==> src/rtl/klq_pkg.sv <==
// Shared types and constants for the KeeLoq-style cipher engine.
package klq_pkg;

  localparam int KEY_W       = 64;
  localparam int BLOCK_W     = 32;
  localparam int ROUND_W     = 10;
  localparam int KEY_IDX_W   = 6;
  localparam int CFG_IDX_W   = 2;

  localparam logic [31:0]        NLF_TABLE    = 32'h3A5C742E;
  localparam logic [KEY_W-1:0]   KEY_RESET    = 64'h3030424F46465453;
  localparam logic [ROUND_W-1:0] ROUNDS_RESET = 10'd144;

  localparam logic [CFG_IDX_W-1:0] CFG_KEY    = 2'd0;
  localparam logic [CFG_IDX_W-1:0] CFG_ROUNDS = 2'd1;

  localparam logic REQ_ENCRYPT = 1'b0;
  localparam logic REQ_DECRYPT = 1'b1;

  typedef struct packed {
    logic decrypt;
    logic key_bit;
  } klq_round_ctl_t;

endpackage

==> src/rtl/klq_round.sv <==
// One NLFSR round, forward or inverse, shared by every round of a block.
module klq_round (
  input  logic [klq_pkg::BLOCK_W-1:0] state_in,
  input  klq_pkg::klq_round_ctl_t     ctl,
  output logic [klq_pkg::BLOCK_W-1:0] state_out
);

  logic [4:0] nlf_idx;
  logic       fb;

  always_comb begin
    if (ctl.decrypt == klq_pkg::REQ_DECRYPT) begin
      nlf_idx = {state_in[30], state_in[25], state_in[19], state_in[8], state_in[0]};
      fb = klq_pkg::NLF_TABLE[nlf_idx] ^ state_in[15] ^ state_in[31] ^ ctl.key_bit;
      state_out = {state_in[klq_pkg::BLOCK_W-2:0], fb};
    end else begin
      nlf_idx = {state_in[31], state_in[26], state_in[20], state_in[9], state_in[1]};
      fb = klq_pkg::NLF_TABLE[nlf_idx] ^ state_in[0] ^ state_in[16] ^ ctl.key_bit;
      state_out = {fb, state_in[klq_pkg::BLOCK_W-1:1]};
    end
  end

endmodule

==> src/rtl/klq_core.sv <==
// Round sequencer: holds the working block, counts rounds and drives the result register.
module klq_core (
  input  logic                         clk,
  input  logic                         rst_n,
  input  logic [klq_pkg::KEY_W-1:0]    cipher_key,
  input  logic [klq_pkg::ROUND_W-1:0]  round_count,
  input  logic                         in_valid,
  output logic                         in_ready,
  input  logic                         in_req_type,
  input  logic [klq_pkg::BLOCK_W-1:0]  in_block_in,
  output logic                         out_valid,
  input  logic                         out_ready,
  output logic [klq_pkg::BLOCK_W-1:0]  out_block_out
);

  localparam logic [1:0] ST_IDLE = 2'd0;
  localparam logic [1:0] ST_RUN  = 2'd1;
  localparam logic [1:0] ST_DONE = 2'd2;

  logic [1:0]                   state_r, state_nxt;
  logic [klq_pkg::ROUND_W-1:0]  cnt_r, cnt_nxt;
  logic [klq_pkg::KEY_IDX_W-1:0] kidx_r, kidx_nxt;
  logic                         decrypt_r, decrypt_nxt;
  logic [klq_pkg::BLOCK_W-1:0]  work_r, work_nxt;
  logic                         out_valid_r, out_valid_nxt;
  logic [klq_pkg::BLOCK_W-1:0]  out_block_r, out_block_nxt;
  logic [klq_pkg::BLOCK_W-1:0]  round_out;
  klq_pkg::klq_round_ctl_t      round_ctl;

  assign round_ctl.decrypt = decrypt_r;
  assign round_ctl.key_bit = cipher_key[kidx_r];

  klq_round u_round (
    .state_in  (work_r),
    .ctl       (round_ctl),
    .state_out (round_out)
  );

  assign in_ready      = (state_r == ST_IDLE);
  assign out_valid     = out_valid_r;
  assign out_block_out = out_block_r;

  always_comb begin
    state_nxt     = state_r;
    cnt_nxt       = cnt_r;
    kidx_nxt      = kidx_r;
    decrypt_nxt   = decrypt_r;
    work_nxt      = work_r;
    out_block_nxt = out_block_r;
    out_valid_nxt = out_valid_r && !out_ready;
    case (state_r)
      ST_IDLE: begin
        if (in_valid) begin
          work_nxt    = in_block_in;
          decrypt_nxt = in_req_type;
          cnt_nxt     = round_count;
          // Decryption walks the key downward from the last round's bit.
          kidx_nxt    = (in_req_type == klq_pkg::REQ_DECRYPT) ?
                        (round_count[klq_pkg::KEY_IDX_W-1:0] - 1'b1) : '0;
          state_nxt   = ST_RUN;
        end
      end
      ST_RUN: begin
        if (cnt_r != '0) begin
          work_nxt = round_out;
          cnt_nxt  = cnt_r - 1'b1;
          kidx_nxt = decrypt_r ? (kidx_r - 1'b1) : (kidx_r + 1'b1);
        end else begin
          state_nxt = ST_DONE;
        end
      end
      ST_DONE: begin
        if (!out_valid_r || out_ready) begin
          out_block_nxt = work_r;
          out_valid_nxt = 1'b1;
          state_nxt     = ST_IDLE;
        end
      end
      default: begin
        state_nxt = ST_IDLE;
      end
    endcase
  end

  always_ff @(posedge clk) begin
    if (!rst_n) begin
      state_r     <= ST_IDLE;
      cnt_r       <= '0;
      out_valid_r <= 1'b0;
    end else begin
      state_r     <= state_nxt;
      cnt_r       <= cnt_nxt;
      out_valid_r <= out_valid_nxt;
    end
  end

  always_ff @(posedge clk) begin
    kidx_r      <= kidx_nxt;
    decrypt_r   <= decrypt_nxt;
    work_r      <= work_nxt;
    out_block_r <= out_block_nxt;
  end

  a_accept_starts_run: assert property (@(posedge clk) disable iff (!rst_n)
    (in_valid && in_ready) |=> (state_r == ST_RUN))
    else $error("accepted item did not start the round sequence");

  a_count_steps_down: assert property (@(posedge clk) disable iff (!rst_n)
    (state_r == ST_RUN && cnt_r != '0) |=> (cnt_r == $past(cnt_r) - 1'b1))
    else $error("round counter did not step down by one");

  a_done_means_zero: assert property (@(posedge clk) disable iff (!rst_n)
    (state_r == ST_DONE) |-> (cnt_r == '0))
    else $error("finished with rounds left over");

  a_result_from_done: assert property (@(posedge clk) disable iff (!rst_n)
    $rose(out_valid_r) |-> ($past(state_r) == ST_DONE))
    else $error("result appeared without a finished block");

endmodule

==> src/rtl/keeloq_cipher_engine_top.sv <==
// Top level of the KeeLoq-style cipher engine: configuration registers and the round sequencer.
// Each item encrypts or decrypts one 32-bit block, one NLFSR round per clock cycle through a
// single shared round unit. The round_count register (144 after reset) sets the number of
// rounds per item. A new item is accepted only while the sequencer is idle, which it becomes
// when the result is loaded into the output register; a finished result waits for out_ready
// before it is loaded if an earlier one is still held there. The block takes a new item while an earlier result
// still waits in the output register. Configuration writes are always accepted and must only be
// made while the block is idle; writes to an index beyond CFG_ROUNDS are ignored.
module keeloq_cipher_engine_top (
  input  logic                            clk,
  input  logic                            rst_n,
  input  logic                            cfg_valid,
  output logic                            cfg_ready,
  input  logic [klq_pkg::CFG_IDX_W-1:0]   cfg_index,
  input  logic [klq_pkg::KEY_W-1:0]       cfg_data,
  input  logic                            in_valid,
  output logic                            in_ready,
  input  logic                            in_req_type,
  input  logic [klq_pkg::BLOCK_W-1:0]     in_block_in,
  output logic                            out_valid,
  input  logic                            out_ready,
  output logic [klq_pkg::BLOCK_W-1:0]     out_block_out
);

  logic [klq_pkg::KEY_W-1:0]   cipher_key_r;
  logic [klq_pkg::ROUND_W-1:0] round_count_r;

  assign cfg_ready = 1'b1;

  always_ff @(posedge clk) begin
    if (!rst_n) begin
      cipher_key_r  <= klq_pkg::KEY_RESET;
      round_count_r <= klq_pkg::ROUNDS_RESET;
    end else if (cfg_valid) begin
      case (cfg_index)
        klq_pkg::CFG_KEY:    cipher_key_r  <= cfg_data;
        klq_pkg::CFG_ROUNDS: round_count_r <= cfg_data[klq_pkg::ROUND_W-1:0];
        default: begin
        end
      endcase
    end
  end

  klq_core u_core (
    .clk           (clk),
    .rst_n         (rst_n),
    .cipher_key    (cipher_key_r),
    .round_count   (round_count_r),
    .in_valid      (in_valid),
    .in_ready      (in_ready),
    .in_req_type   (in_req_type),
    .in_block_in   (in_block_in),
    .out_valid     (out_valid),
    .out_ready     (out_ready),
    .out_block_out (out_block_out)
  );

endmodule
==> config.mk <==
export PLATFORM = sky130hd
export DESIGN_NAME = keeloq_cipher_engine_top
export DESIGN_NICKNAME = d
export VERILOG_FILES = /design/src/rtl/klq_pkg.sv /design/src/rtl/klq_round.sv /design/src/rtl/klq_core.sv /design/src/rtl/keeloq_cipher_engine_top.sv
export SDC_FILE = /design/constraint.sdc
export NUM_CORES = 1
export LEC_CHECK = 0
export BUFFER_PORTS_ARGS = -buffer_cell sky130_fd_sc_hd__clkbuf_2
export CAP_MARGIN = 40
export CORE_MARGIN = 2
export CORE_UTILIZATION = 45
export DETAILED_ROUTE_END_ITERATION = 6
export GPL_ROUTABILITY_DRIVEN = 0
export MAX_ROUTING_LAYER = met4
export PLACE_DENSITY = 0.69
export SLEW_MARGIN = 5
export SYNTH_ARGS = -nofsm -noshare
export SYNTH_HDL_FRONTEND = slang
export SYNTH_SLANG_ARGS = --single-unit
==> constraint.sdc <==
create_clock -name clk -period 2.85 [get_ports clk]
set_clock_uncertainty 0.1 [all_clocks]
set_input_delay 0.1425 -clock clk [delete_from_list [all_inputs] [get_ports clk]]
set_output_delay 0.1425 -clock clk [all_outputs]
set_load 0.02 [all_outputs]
==> Yosys cells after proc, flatten, opt, wreduce, memory -nomap -nowiden <==
Memory sizes are Yosys's and may differ from the RTL's. A register that Yosys moved wholly into a read port is not among the register bits.
Cells that the tools add are included.
{ "classes": {"n_bitwise": 6, "n_reduce_logical": 14, "order_cmp": 3, "add_sub_neg": 4, "n_eq_ne": 7, "muxes": 24} }
{ "op_table": {"columns": ["operator", "n"], "rows": [
  ["$mux W32", 3],
  ["$pmux W32 S2", 1],
  ["$mux W6", 4],
  ["$mux W10", 2],
  ["$pmux W10 S2", 1],
  ["$lt A5 B6 Y1 const B", 2],
  ["$pmux W6 S2", 1],
  ["$sub A6 B1 Y6 const B", 2],
  ["$mux W5", 2],
  ["$reduce_bool A10 Y1", 1],
  ["$sub A10 B1 Y10 const B", 1],
  ["$reduce_and A2 Y1", 4],
  ["$lt A6 B7 Y1 const B", 1],
  ["$add A6 B1 Y6 const B", 1],
  ["$bmux W1 S6", 1],
  ["$mux W2", 3],
  ["$pmux W2 S3", 1],
  ["$reduce_and A3 Y1", 2],
  ["$xor A1 B1 Y1", 6],
  ["$mux W1", 5],
  ["$eq A2 B1 Y1 const B", 2],
  ["$logic_not A2 Y1", 2],
  ["$ne A2 B1 Y1 const B", 2],
  ["$ne A2 B2 Y1 const B", 2],
  ["5 further kinds", 6]
]} }
{ "word_totals": {"register_bits": 158, "input_bits": 104, "mem_count": 2, "mem_bits_ro": 64} }
{ "memory_table": {"columns": ["name", "words", "width", "read_ports", "rd_ports_with_merged_regs", "write_ports", "line", "rtl"], "rows": [
  ["(name not given)", 32, 1, 1, 1, 0, "klq_round.sv:18", "fb = klq_pkg::NLF_TABLE[nlf_idx] ^ state_in[0] ^ state_in[16] ^ ctl.key_bit;"],
  ["(name not given)", 32, 1, 1, 1, 0, "klq_round.sv:14", "fb = klq_pkg::NLF_TABLE[nlf_idx] ^ state_in[15] ^ state_in[31] ^ ctl.key_bit;"]
]} }

==> Logic depth before layout (Yosys ltp) <==
{ "logic_depth": {"word_depth": 9, "ltp_mapped": 13} }

==> By module <==
Synthesis repeated with hierarchy kept, for this count alone.
{ "unflattened": {"cells_unflattened": 753, "hier_area_um2": 7883.8} }
{ "by_module_without_submodules": {"columns": ["mod", "instances", "cells_per_inst", "area_each_um2"], "rows": [
  ["klq_core", 1, 365, 4179.0],
  ["keeloq_cipher_engine_top", 1, 322, 3124.2],
  ["klq_round", 1, 66, 580.6]
]} }

==> Worst setup path after synthesis <==
OpenSTA, ideal clock, no wires.
{ "synth_timing": {"kind": "register -> register", "startpoint": "register u_core.kidx_r[0] in the netlist's numbering", "endpoint": "register (tool-made name)", "stages_incl_launch_ff": 10, "path_slack_ns": -0.010, "path_buffers": 0, "required_ns": 2.630, "arrival_ns": 2.640, "setup_ns": 0.120, "path_cell_list": "edfxtp_1 mux4_1 mux2_2 and3_1 a311oi_2 a32oi_2 xnor2_1 a31o_2 mux2_1 a211o_1"} }
{ "synth_rtl": {"columns": ["item", "line", "rtl"], "rows": [
  ["from (decl)", "klq_core.sv:22", "logic [klq_pkg::KEY_IDX_W-1:0] kidx_r, kidx_nxt;"],
  ["from (signal assigned)", "klq_core.sv:98", "kidx_r <= kidx_nxt;"]
]} }

==> metrics.md <==
| Metric | Value |
|---|---|
| Yosys reg bits | 160 |
| Share of layout cells above drive strength 1 | 23.0% |
| Critical Path Start Type | register |
| Vias/cell | 5.13 |
| CTS Buffer Depth | 2 |
| CTS tree | yes |
| Synth Flop Type | dfxtp_1 |
| Post-route ant nets | 0 |
| IR drop worst, VDD | 511 uV |
| PortBufs | 137 |
| Hold Crit Start | in_valid |
| Initial antenna violation count | 0 |
| Clock Latency Late Sink | 420 ps |
| CP Data Arrival Time | 3160 ps |
| H-tree depth | 4 |
| Fin crit share | 104% |
| CP max FO | 7 |
| Initial core utilization | 45.7% |
| Gr ovfl total | 0 |
| Sequential-to-total area share from yosys stat | 52.2% |
| Leakage power | 4.23 nW |
| Final setup fails | 2 |
| Worst EP required | 3050 ps |
| Worst hold path stage count | 2 |
| DR DRC count | 0 |
| Mapped Nets | 859 |
| Gr usage total | 21.8% |
| N_diodes | 0 |
| Achievable Freq | 338 MHz |
| Die area | 0.0177 mm2 |
| Width of the die | 133 um |
| Max stage delay on crit path | 480 ps |
| Mean post-synth cell area | 10.0 um2 |
| Vias in the first global route | 6058 |
| Asr flop ratio synth | 0% |
| Critical path capture point type | register |
| CTS clk-pin slew, worst paths | 60 ps |
| Pwr per Cell Area | 697 mW/mm2 |
| Tightest Hold Check Type | input port to register |
| Final Hold Fails | 0 |
| Pre-antenna DRT Iters | 5 |
| Min Clock Period, post-route | 2950 ps |
| Core area | 0.0164 mm2 |
| Failing checks | setup timing |
| Worst Hold Endpoint | u_core.decrypt_r |
| Power Total | 7.02 mW |
| Num CTS Buffers | 17 |
| P&R area growth vs syn | 34.3% |
| DIE HEIGHT | 133 um |
| Crit-path cells | buf_6, buf_12, mux4_2, nand2_1, nand2_1, o211ai_1, a32oi_2, xnor2_2, a31o_2, mux2_4, a211o_1 |
| Outcome | complete, but fails checks |
| Fin util | 61.4% |
| Largest net degree at the start of global routing | 91 |
| Clock sink count | 160 |
| Critical R2R Launch | u_core.kidx_r[0] |
| CP Class | register to register |
| Final wirelength | 18.2 mm |
| R2R cell count | 11 |
| Root buf cell | clkbuf_16 |
| Ports | 139 |
| Synth warnings | 0 |
| PnR worst setup slack | -105 ps |
| EDFF count, synth | 71 |
| Worst slew pin tran | 749 ps |
| First-pass GRT wire length | 29.9 mm |
| Slew margin rel. | 50.0% |
| Synth Cell Area | 0.00749 mm2 |
| DR vias | 6201 |
| CP max-delay cell | mux4_2 |
| Library cells used by synthesis | 57 |
| MaxCap Viol Count | 0 |
| Post-DP HPWL | 11.5 mm |
| Initial DRC Count | 351 |
| Post-Syn Instances | 747 |
| FP Rows | 47 |
| Routed wire per std cell | 15.0 um |
| Most frequent CP cell | nand2_1 |
| RSZ-0062 raised after global routing | yes |
| Nets | 1087 |
| FF-to-FF setup slack | -100 ps |
| Max Transition Viols Final | 0 |
==> cell type report <==
cell class	instances	area, um2
tap	220	275
timing repair buffer	258	1910
multi-input combinational	524	3380
fill	1326	6340
clock inverter	15	114
inverter	14	52.6
sequential	160	3910
clock buffer	17	425
==> registers in the layout, summed over array words and instances, names as in the netlist, named ones only <==
register / count
u_core.state_r: 2
u_core.work_r: 32
cipher_key_r: 64
u_core.out_valid: 1
u_core.out_block_out: 32
u_core.decrypt_r: 1
u_core.cnt_r: 10
round_count_r: 10
u_core.kidx_r: 6
==> cell families after synthesis <==
family                     after synthesis  share of synthesized area (%)
other                                    1                         0.0500
xor gates and xnor gates                15                           1.75
muxes                                   68                           11.7
and+or+nand+nor                        290                           16.8
adders and majority gates                8                           1.44
buffers and inverters                   63                           3.59
AOI/OAI and AO/OA                      142                           12.4
DFF                                    160                           52.2
==> worst max-delay path, delay by kind of cell, from the launching register on <==
kind | cells | cell delay [ps]
buffers and inverters | 2 | 320
AO/OA/AOI/OAI | 4 | 890
AND/OR/NAND/NOR | 2 | 150
XOR/XNOR | 1 | 180
flip-flops | 1 | 430
multiplexers | 2 | 780
==> metrics by stage <==
stage	hold WS (ps)	setup TNS, ps	instance area [um2]	std cells	worst slack (ps)
after floorplan	141	0	7490	747	1.92
after global placement	255	-158	8460	1078	-144
after detailed placement	257	-219	8490	1079	-162
after CTS	8.31	-119	9990	1207	-119
after global routing	24.8	-434	10100	1208	-234
final	29.0	-137	10100	1208	-105
==> cell usage after synthesis, types with 7 or more instances <==
cell type	count	area share, %
nand2_1	188	9.4
a21oi_1	15	1.0
o22ai_1	7	0.58
ha_1	7	1.2
a21boi_0	43	4.3
edfxtp_1	71	28
nor2_1	25	1.3
dfxtp_1	89	24
nand3_1	29	1.9
nor2b_1	12	1.0
xnor2_1	9	1.1
clkbuf_1	38	1.9
mux4_1	7	2.5
and2_1	8	0.67
inv_1	13	0.65
mux2i_1	51	6.8
o21ai_0	49	3.3
==> power by group <==
| group | leakage [nW] | internal, mW | switching, mW |
|---|---|---|---|
| clock network | 0.252 | 1.12 | 0.953 |
| registers | 1.40 | 2.75 | 0.227 |
| logic | 2.58 | 0.965 | 1.00 |
==> repair_timing <==
item                       in CTS  in global routing
setup endpoints to repair       2                  3
cloned                          0                  1
setup buffers                   2                  2
pin swaps                       5                  8
hold endpoints to repair      104                  0
hold buffers                   94                  0
resized for setup              12                  7
==> metal layers <==
layer	part of all wire (%)	up-vias	GRT usage [%]	wire (um)
met4	1.7	0	6.69	312
met2	49	156	34.5	8870
met1	45	2929	28.6	8260
met5	0	-	-	0
met3	4.1	27	3.91	737
li1	-	3089	-	-
==> cells in the final DEF, fill, tap and decap left out, types with 21 or more instances in the layout <==
master           n
nor2_1          25
buf_4           21
nand3_1         29
nand2_1        188
mux2i_1         51
dlygate4sd3_1   94
clkbuf_2       137
edfxtp_1        71
a21boi_0        42
dfxtp_1         89
o21ai_0         48
==> how the worst max path moves through the flow <==
stage / slack, ps / depth (start not counted) / start / end
after floorplan: 2 / 9 / u_core.kidx_r[0] / register
after global placement: -140 / 10 / u_core.kidx_r[0] / register
after detailed placement: -160 / 10 / u_core.kidx_r[0] / register
after CTS: -120 / 10 / u_core.kidx_r[0] / register
after global routing: -230 / 11 / u_core.kidx_r[0] / register
final: -100 / 11 / u_core.kidx_r[0] / register
(Power assumes the default switching activity.)
